File: src/hw/rtl/assert_macros.svh
// ---------------------------------------------------------------------------
// assert_macros.svh
// Concurrent assertion macros shared by the RTL. Define NO_ASSERTIONS to
// compile them out.
// ---------------------------------------------------------------------------
`ifndef ASSERT_MACROS_SVH
`define ASSERT_MACROS_SVH

`ifndef NO_ASSERTIONS

// a implies c in the same cycle
`define ASSERT_IMPLIES(label, clk, rst_n, a, c) \
    label: assert property (@(posedge clk) disable iff (!(rst_n)) (a) |-> (c)) \
        else $error("assertion failed: same-cycle implication");

// a implies c in the following cycle
`define ASSERT_NEXT(label, clk, rst_n, a, c) \
    label: assert property (@(posedge clk) disable iff (!(rst_n)) (a) |=> (c)) \
        else $error("assertion failed: next-cycle implication");

`else

`define ASSERT_IMPLIES(label, clk, rst_n, a, c)
`define ASSERT_NEXT(label, clk, rst_n, a, c)

`endif

`endif

File: src/hw/rtl/lru_pkg.sv
// ---------------------------------------------------------------------------
// lru_pkg
// Constants for the LRU page replacement unit.
// ---------------------------------------------------------------------------
package lru_pkg;

    localparam int FRAMES_DEF      = 8;
    localparam int PAGE_BITS_DEF   = 16;
    localparam int CFG_W           = 4;
    localparam int FIDX_OUT_W      = 3;
    localparam int CNT_W           = 32;
    localparam logic [CFG_W-1:0] FRAMES_IN_USE_RST = 4'd8;

endpackage

File: src/hw/rtl/lru_page_replacement_unit.sv
// From the input handshake to the earliest result handshake an item passes
//   the input register, then the result register; output backpressure can hold
//   it between the two. One item per cycle sustained, set by the single tag
//   compare and rank update stage, stalled only by output backpressure.
// Reset: synchronous, active low; all frames empty, counters zero,
//   frames_in_use = 8. A frames_in_use write empties every frame.
// ---------------------------------------------------------------------------
// lru_page_replacement_unit
// Fully associative page-frame table with least-recently-used replacement
// and saturating hit and fault counters.
// ---------------------------------------------------------------------------
`include "assert_macros.svh"

module lru_page_replacement_unit #(
    parameter int FRAMES    = lru_pkg::FRAMES_DEF,
    parameter int PAGE_BITS = lru_pkg::PAGE_BITS_DEF
) (
    input  logic                            i_clk,
    input  logic                            i_rst_n,
    // configuration
    input  logic                            i_cfg_we,
    input  logic [lru_pkg::CFG_W-1:0]       i_cfg_wdata,
    // input channel
    input  logic                            i_in_valid,
    output logic                            o_in_ready,
    input  logic [PAGE_BITS-1:0]            i_page_number,
    // output channel
    output logic                            o_out_valid,
    input  logic                            i_out_ready,
    output logic                            o_hit,
    output logic [lru_pkg::FIDX_OUT_W-1:0]  o_frame_index,
    output logic                            o_evicted_valid,
    output logic [PAGE_BITS-1:0]            o_evicted_page,
    output logic [lru_pkg::CNT_W-1:0]       o_hit_total,
    output logic [lru_pkg::CNT_W-1:0]       o_fault_total
);

    localparam int FIDX_W = (FRAMES > 1) ? $clog2(FRAMES) : 1;
    localparam int RANK_W = FIDX_W;

    // configuration and table state
    logic [lru_pkg::CFG_W-1:0]   r_frames_in_use;
    logic [FRAMES-1:0]           r_frame_valid;
    logic [FRAMES-1:0]           n_frame_valid;
    logic [PAGE_BITS-1:0]        r_frame_page [FRAMES];
    logic [RANK_W-1:0]           r_rank [FRAMES];
    logic [RANK_W-1:0]           n_rank [FRAMES];
    logic [lru_pkg::CNT_W-1:0]   r_hits;
    logic [lru_pkg::CNT_W-1:0]   n_hits;
    logic [lru_pkg::CNT_W-1:0]   r_faults;
    logic [lru_pkg::CNT_W-1:0]   n_faults;

    // input register
    logic                        r_in_valid;
    logic [PAGE_BITS-1:0]        r_in_page;

    // result register
    logic                        r_out_valid;
    logic                        r_out_hit;
    logic [lru_pkg::FIDX_OUT_W-1:0] r_out_frame_index;
    logic                        r_out_evicted_valid;
    logic [PAGE_BITS-1:0]        r_out_evicted_page;

    logic                        advance;
    logic [FRAMES-1:0]           active;
    logic [FRAMES-1:0]           hit_vec;
    logic [FRAMES-1:0]           empty_vec;
    logic [FRAMES-1:0]           victim_vec;
    logic [RANK_W-1:0]           last_rank;
    logic                        found;
    logic                        have_empty;
    logic [FIDX_W-1:0]           hit_slot;
    logic [FIDX_W-1:0]           empty_slot;
    logic [FIDX_W-1:0]           victim_slot;
    logic [FIDX_W-1:0]           slot;
    logic [RANK_W-1:0]           old_rank;
    logic                        evict;
    logic [31:0]                 slot_ext;

    assign advance    = r_in_valid && (!r_out_valid || i_out_ready);
    assign o_in_ready = !r_in_valid || advance;

    // active frames: 0 .. max(frames_in_use,1)-1, capped at FRAMES
    always_comb begin
        int lim;
        lim = int'(r_frames_in_use);
        if (lim < 1) begin
            lim = 1;
        end
        if (lim > FRAMES) begin
            lim = FRAMES;
        end
        last_rank = RANK_W'(lim - 1);
        for (int i = 0; i < FRAMES; i++) begin
            active[i] = (i < lim);
        end
    end

    always_comb begin
        for (int i = 0; i < FRAMES; i++) begin
            hit_vec[i]    = active[i] && r_frame_valid[i] && (r_frame_page[i] == r_in_page);
            empty_vec[i]  = active[i] && !r_frame_valid[i];
            victim_vec[i] = active[i] && r_frame_valid[i] && (r_rank[i] == last_rank);
        end
    end

    // lowest-numbered set bit of each vector
    always_comb begin
        hit_slot    = '0;
        empty_slot  = '0;
        victim_slot = '0;
        for (int i = FRAMES - 1; i >= 0; i--) begin
            if (hit_vec[i]) begin
                hit_slot = FIDX_W'(i);
            end
            if (empty_vec[i]) begin
                empty_slot = FIDX_W'(i);
            end
            if (victim_vec[i]) begin
                victim_slot = FIDX_W'(i);
            end
        end
    end

    assign found      = |hit_vec;
    assign have_empty = |empty_vec;
    assign evict      = !found && !have_empty;

    always_comb begin
        priority if (found) begin
            slot = hit_slot;
        end else if (have_empty) begin
            slot = empty_slot;
        end else begin
            slot = victim_slot;
        end
    end

    assign old_rank = r_rank[slot];
    assign slot_ext = 32'(slot);

    // rank update: on a fill every valid frame ages, else those younger than the slot
    always_comb begin
        for (int i = 0; i < FRAMES; i++) begin
            n_rank[i] = r_rank[i];
            if (FIDX_W'(i) == slot) begin
                n_rank[i] = '0;
            end else if (r_frame_valid[i] && active[i]
                         && ((!found && have_empty) || (r_rank[i] < old_rank))) begin
                n_rank[i] = r_rank[i] + RANK_W'(1);
            end
        end
        n_frame_valid = r_frame_valid;
        n_frame_valid[slot] = 1'b1;
        n_hits   = r_hits;
        n_faults = r_faults;
        if (found) begin
            if (r_hits != '1) begin
                n_hits = r_hits + lru_pkg::CNT_W'(1);
            end
        end else begin
            if (r_faults != '1) begin
                n_faults = r_faults + lru_pkg::CNT_W'(1);
            end
        end
    end

    always_ff @(posedge i_clk) begin
        if (!i_rst_n) begin
            r_frames_in_use <= lru_pkg::FRAMES_IN_USE_RST;
            r_frame_valid   <= '0;
            r_hits          <= '0;
            r_faults        <= '0;
            r_in_valid      <= 1'b0;
            r_out_valid     <= 1'b0;
            for (int i = 0; i < FRAMES; i++) begin
                r_rank[i] <= '0;
            end
        end else begin
            if (o_in_ready) begin
                r_in_valid <= i_in_valid;
            end
            if (advance) begin
                r_out_valid <= 1'b1;
            end else if (i_out_ready) begin
                r_out_valid <= 1'b0;
            end
            // a configuration write wins over a table update
            if (i_cfg_we) begin
                r_frames_in_use <= i_cfg_wdata;
                r_frame_valid   <= '0;
                for (int i = 0; i < FRAMES; i++) begin
                    r_rank[i] <= '0;
                end
            end else if (advance) begin
                r_frame_valid <= n_frame_valid;
                r_rank        <= n_rank;
            end
            if (advance) begin
                r_hits   <= n_hits;
                r_faults <= n_faults;
            end
        end
    end

    // payload registers
    always_ff @(posedge i_clk) begin
        if (i_in_valid && o_in_ready) begin
            r_in_page <= i_page_number;
        end
        if (advance) begin
            if (!i_cfg_we) begin
                r_frame_page[slot] <= r_in_page;
            end
            r_out_hit           <= found;
            r_out_frame_index   <= slot_ext[lru_pkg::FIDX_OUT_W-1:0];
            r_out_evicted_valid <= evict;
            r_out_evicted_page  <= evict ? r_frame_page[slot] : '0;
        end
    end

    assign o_out_valid     = r_out_valid;
    assign o_hit           = r_out_hit;
    assign o_frame_index   = r_out_frame_index;
    assign o_evicted_valid = r_out_evicted_valid;
    assign o_evicted_page  = r_out_evicted_page;
    assign o_hit_total     = r_hits;
    assign o_fault_total   = r_faults;

    `ASSERT_IMPLIES(a_hit_no_evict, i_clk, i_rst_n,
                    r_out_valid && r_out_hit, !r_out_evicted_valid)
    `ASSERT_IMPLIES(a_evict_page_zero, i_clk, i_rst_n,
                    r_out_valid && !r_out_evicted_valid, r_out_evicted_page == '0)
    `ASSERT_NEXT(a_cfg_empties, i_clk, i_rst_n, i_cfg_we, r_frame_valid == '0)
    `ASSERT_IMPLIES(a_valid_in_active, i_clk, i_rst_n, 1'b1, (r_frame_valid & ~active) == '0)

endmodule
File: config.mk
export PLATFORM = sky130hd
export DESIGN_NAME = lru_page_replacement_unit
export DESIGN_NICKNAME = d
export VERILOG_FILES = /design/src/hw/rtl/lru_pkg.sv /design/src/hw/rtl/lru_page_replacement_unit.sv
export VERILOG_INCLUDE_DIRS = /design/src /design/src/hw/rtl
export SDC_FILE = /design/constraint.sdc
export NUM_CORES = 1
export LEC_CHECK = 0
export BUFFER_PORTS_ARGS = -buffer_cell sky130_fd_sc_hd__buf_2
export CORE_MARGIN = 3
export CORE_UTILIZATION = 65
export DETAILED_ROUTE_END_ITERATION = 10
export GPL_TIMING_DRIVEN = 1
export PLACE_DENSITY = 0.86
export SETUP_SLACK_MARGIN = 0.4
export SLEW_MARGIN = 20
export SYNTH_ARGS = -nofsm -noshare
export SYNTH_HDL_FRONTEND = slang
export SYNTH_SLANG_ARGS = --single-unit
File: constraint.sdc
create_clock -name i_clk -period 10.8 [get_ports i_clk]
set_clock_uncertainty 0.05 [all_clocks]
set_input_delay 0.54 -clock i_clk [delete_from_list [all_inputs] [get_ports i_clk]]
set_output_delay 0.54 -clock i_clk [all_outputs]
set_load 0.005 [all_outputs]
==> flow_summary_export.csv <==
group,metric,value,unit
worst_setup_path,crit_slowest_cell,"dfxtp_1",
route,dr.pass1.iters,5,
yosys,synthTopCellsByCount,"nand2_1 (179), edfxtp_1 (165), xor2_1 (103)",
job,cap_viol_max_count,0,
yosys,synthTopCellsByArea,"edfxtp_1 (36%), dfxtp_1 (15%), xor2_1 (6.5%), xnor2_1 (5.3%), nand2_1 (4.8%)",
status,status,"finished, final reports clean",
route,vias,11000,
route,first_iter_violations,1093,
grt,grt-ovfl-total,0,
yosys,avgSynthCellArea,10.1,sq um
timing,fin_crit_sh,0.672,
timing,slew_headroom,0.353,
layout,diodes,0,
worst_setup_path,cp.arrival,7.69,ns
route,drc,0,
power,power_density,140,nW/um^2
clocking,clock_sinks,267,
layout,stdcell_area,15600,sq um
die,dieArea,23300,sq um
power,leakage,0.00585,uW
worst_setup_path,cp_cell_sequence,"nor2_1 > inv_1 > ha_1 > ha_1 > xor2_1 > a2111oi_0 > a311oi_1 > nor2_1 > or4_1 > nand2_4 > inv_2 > buf_4 > and3_1 > a311oi_1 > a31oi_1 > ha_1 > and2_1 > a41oi_2 > o31ai_4 > a2111oi_2 > a31o_1",
clocking,cts-buffers-inserted,27,
grt,grt_pass1_vias,10700,
yosys,synth-simple-area-share,0.198,
yosys,synth.most_common_cell,"nand2_1",
placed_design,dpl-instance-area,14700,sq um
layout,drive_gt1_frac,0.133,
clocking,cts_setup_buffers,0,
die,die_w,153,um
worst_setup_path,cp-end-kind,"flop",
timing,finalSetupViolCount,0,
clocking,clk_pin_slew,0.07,ns
clocking,cts-root-buf,"clkbuf_16",
route,postRouteAntennaNets,0,
worst_setup_path,cpMostUsedCell,"ha_1",
route,wl_per_cell,21.1,um
placed_design,port_buffers,111,
die,start_util,0.674,
clocking,htree_num_levels,1,
worst_setup_path,cp_data_required_time,11.23,ns
worst_setup_path,start_kind,"flop",
layout,area_growth,11.5,%
clocking,worstSkewPairLatency,0.55,ns
timing,maxSlewViolCount,0,
timing,worst_slew_pin_slew,0.963,ns
yosys,yosys_warnings,0,
yosys,synth_cell_types,73,
route,viasPerCell,6.31,
timing,period_needed,7.26,ns
die,core-area,20700,sq um
yosys,synth_seq_cells,267,
timing,rsz0062_at_grt,"false",
clocking,ctsResizeCount,0,
yosys,muxShareOfSynthArea,0.0215,
timing,finalHoldViolCount,0,
worst_setup_path,critPathMaxFanout,70,
clocking,cts_tree,"yes",
yosys,synth_xor_area_frac,0.118,
yosys,synth_area,14000,sq um
layout,finalNetCount,1504,
yosys,yosys.area.top_type_share,0.355,
yosys,synth_fa_ha_area_frac,0.0188,
power,ir_worst_vdd,0.000131,V
grt,grt_max_degree,73,
yosys,synth_compound_area_frac,0.115,
timing,fmax,138,MHz
worst_setup_path,max_stage_delay,0.89,ns
yosys,syn_inst,1377,
layout,utilization,0.752,
yosys,ys_seq_area_frac,0.501,
grt,antenna_found_initial,0,
grt,grt_pass1_wl,58.3,mm
grt,track_usage,0.307,
route,detail_route.wirelength,36.9,mm
min_path,hold_class,"primary input to flop",
yosys,synth_fp_nets,1423,
yosys,synth-main-ff-cell,"edfxtp_1",
yosys,synth-edff-count,165,
yosys,synth.largest_area_cell,"edfxtp_1",
placed_design,dpl.hpwl,24.5,mm
die,rows,52,
timing,tns,0,ns
die,fp.dieH,153,um
yosys,synth_top_family_by_area,"simple AND/OR/NAND/NOR gates",
worst_setup_path,crit_type,"flop to flop",
die,num_io_pins,112,
placed_design,gp_congestion,1.00,
yosys,ys_async_sr_fraction,0,
clocking,clock_tree.buffer_depth,3,
clocking,holdBufCountCts,0,
[critical path, delay by kind of cell, from the launching register on]
kind | cells | cell delay, ns
AOI/OAI and AO/OA | 8 | 2.41
xor gates and xnor gates | 1 | 0.20
adders and majority gates | 3 | 0.95
buffers and inverters | 3 | 1.10
DFF | 1 | 0.89
and+or+nand+nor | 6 | 1.58
[state kept, by name (all words and copies together) (netlist names)]
signal / flops
o_hit: 1
r_frame_valid: 8
r_frames_in_use: 4
o_out_valid: 1
o_fault_total: 32
r_in_page: 16
o_evicted_valid: 1
r_in_valid: 1
o_frame_index: 3
o_evicted_page: 16
r_rank: 24
o_hit_total: 32
r_frame_page: 128
[power by group]
part           switching [uW]  leakage, uW  internal (uW)
sequential               25.4      0.00235           1090
clock                     397     0.000450            547
combinational            72.5      0.00305           45.3
[layout by cell type, fill, tap and decap left out, types with 30 or more instances in the layout]
cell type,instances
a21oi_1,39
and2_1,50
and3_1,55
buf_2,111
dfxtp_1,102
edfxtp_1,165
mux2i_1,30
nand2_1,179
nand3_1,34
nand4_1,31
nor2_1,72
o21ai_0,45
or3_1,33
xnor2_1,85
xor2_1,103
[stage by stage]
step | cells | total power, uW | hold WS, ns | setup WS [ns]
after detailed placement | 1699 | 1250 | 0.447 | 3.75
after global routing | 1749 | 2230 | 0.0962 | 3.04
after floorplan | 1377 | 1210 | 0.428 | 4.85
after global placement | 1699 | 1250 | 0.434 | 3.96
final | 1749 | 2180 | 0.108 | 3.54
after CTS | 1749 | 2180 | 0.0976 | 3.65
[path summary, 6_finish.rpt]
kind	start	end	slack, ns	cells past startpoint
max	r_frames_in_use[3]$_SDFFE_PN1P_	r_rank[14]$_SDFFE_PP0P_	3.54	21
min	i_page_number[12]	r_in_page[12]$_DFFE_PP_	0.11	1
max reg2reg	r_frames_in_use[3]$_SDFFE_PN1P_	r_rank[14]$_SDFFE_PP0P_	3.54	21
min reg2reg	o_fault_total[27]$_SDFFE_PN0P_	o_fault_total[27]$_SDFFE_PN0P_	0.46	2
[cell type report]
cell class                      instances  area [sq um]
Sequential cell                       267          7000
Multi-Input combinational cell       1014          6580
Fill cell                            1396          5140
Clock buffer                           38           771
Timing Repair Buffer                  125           661
Tap cell                              270           338
Clock inverter                         12           124
Inverter                               23          86.3
[per-layer routing]
metal,part of all wire,global-route usage
met1,0.38,0.394
met2,0.49,0.525
met3,0.089,0.0497
met4,0.042,0.117
met5,0,0
[cells by family after synthesis]
logic type,count (synthesis)
xor+xnor,188
compound gates,232
fa+ha+maj,21
mux,30
simple gates,543
buf+inv,96
flops,267
No activity file was read; power rests on OpenSTA's default activity.
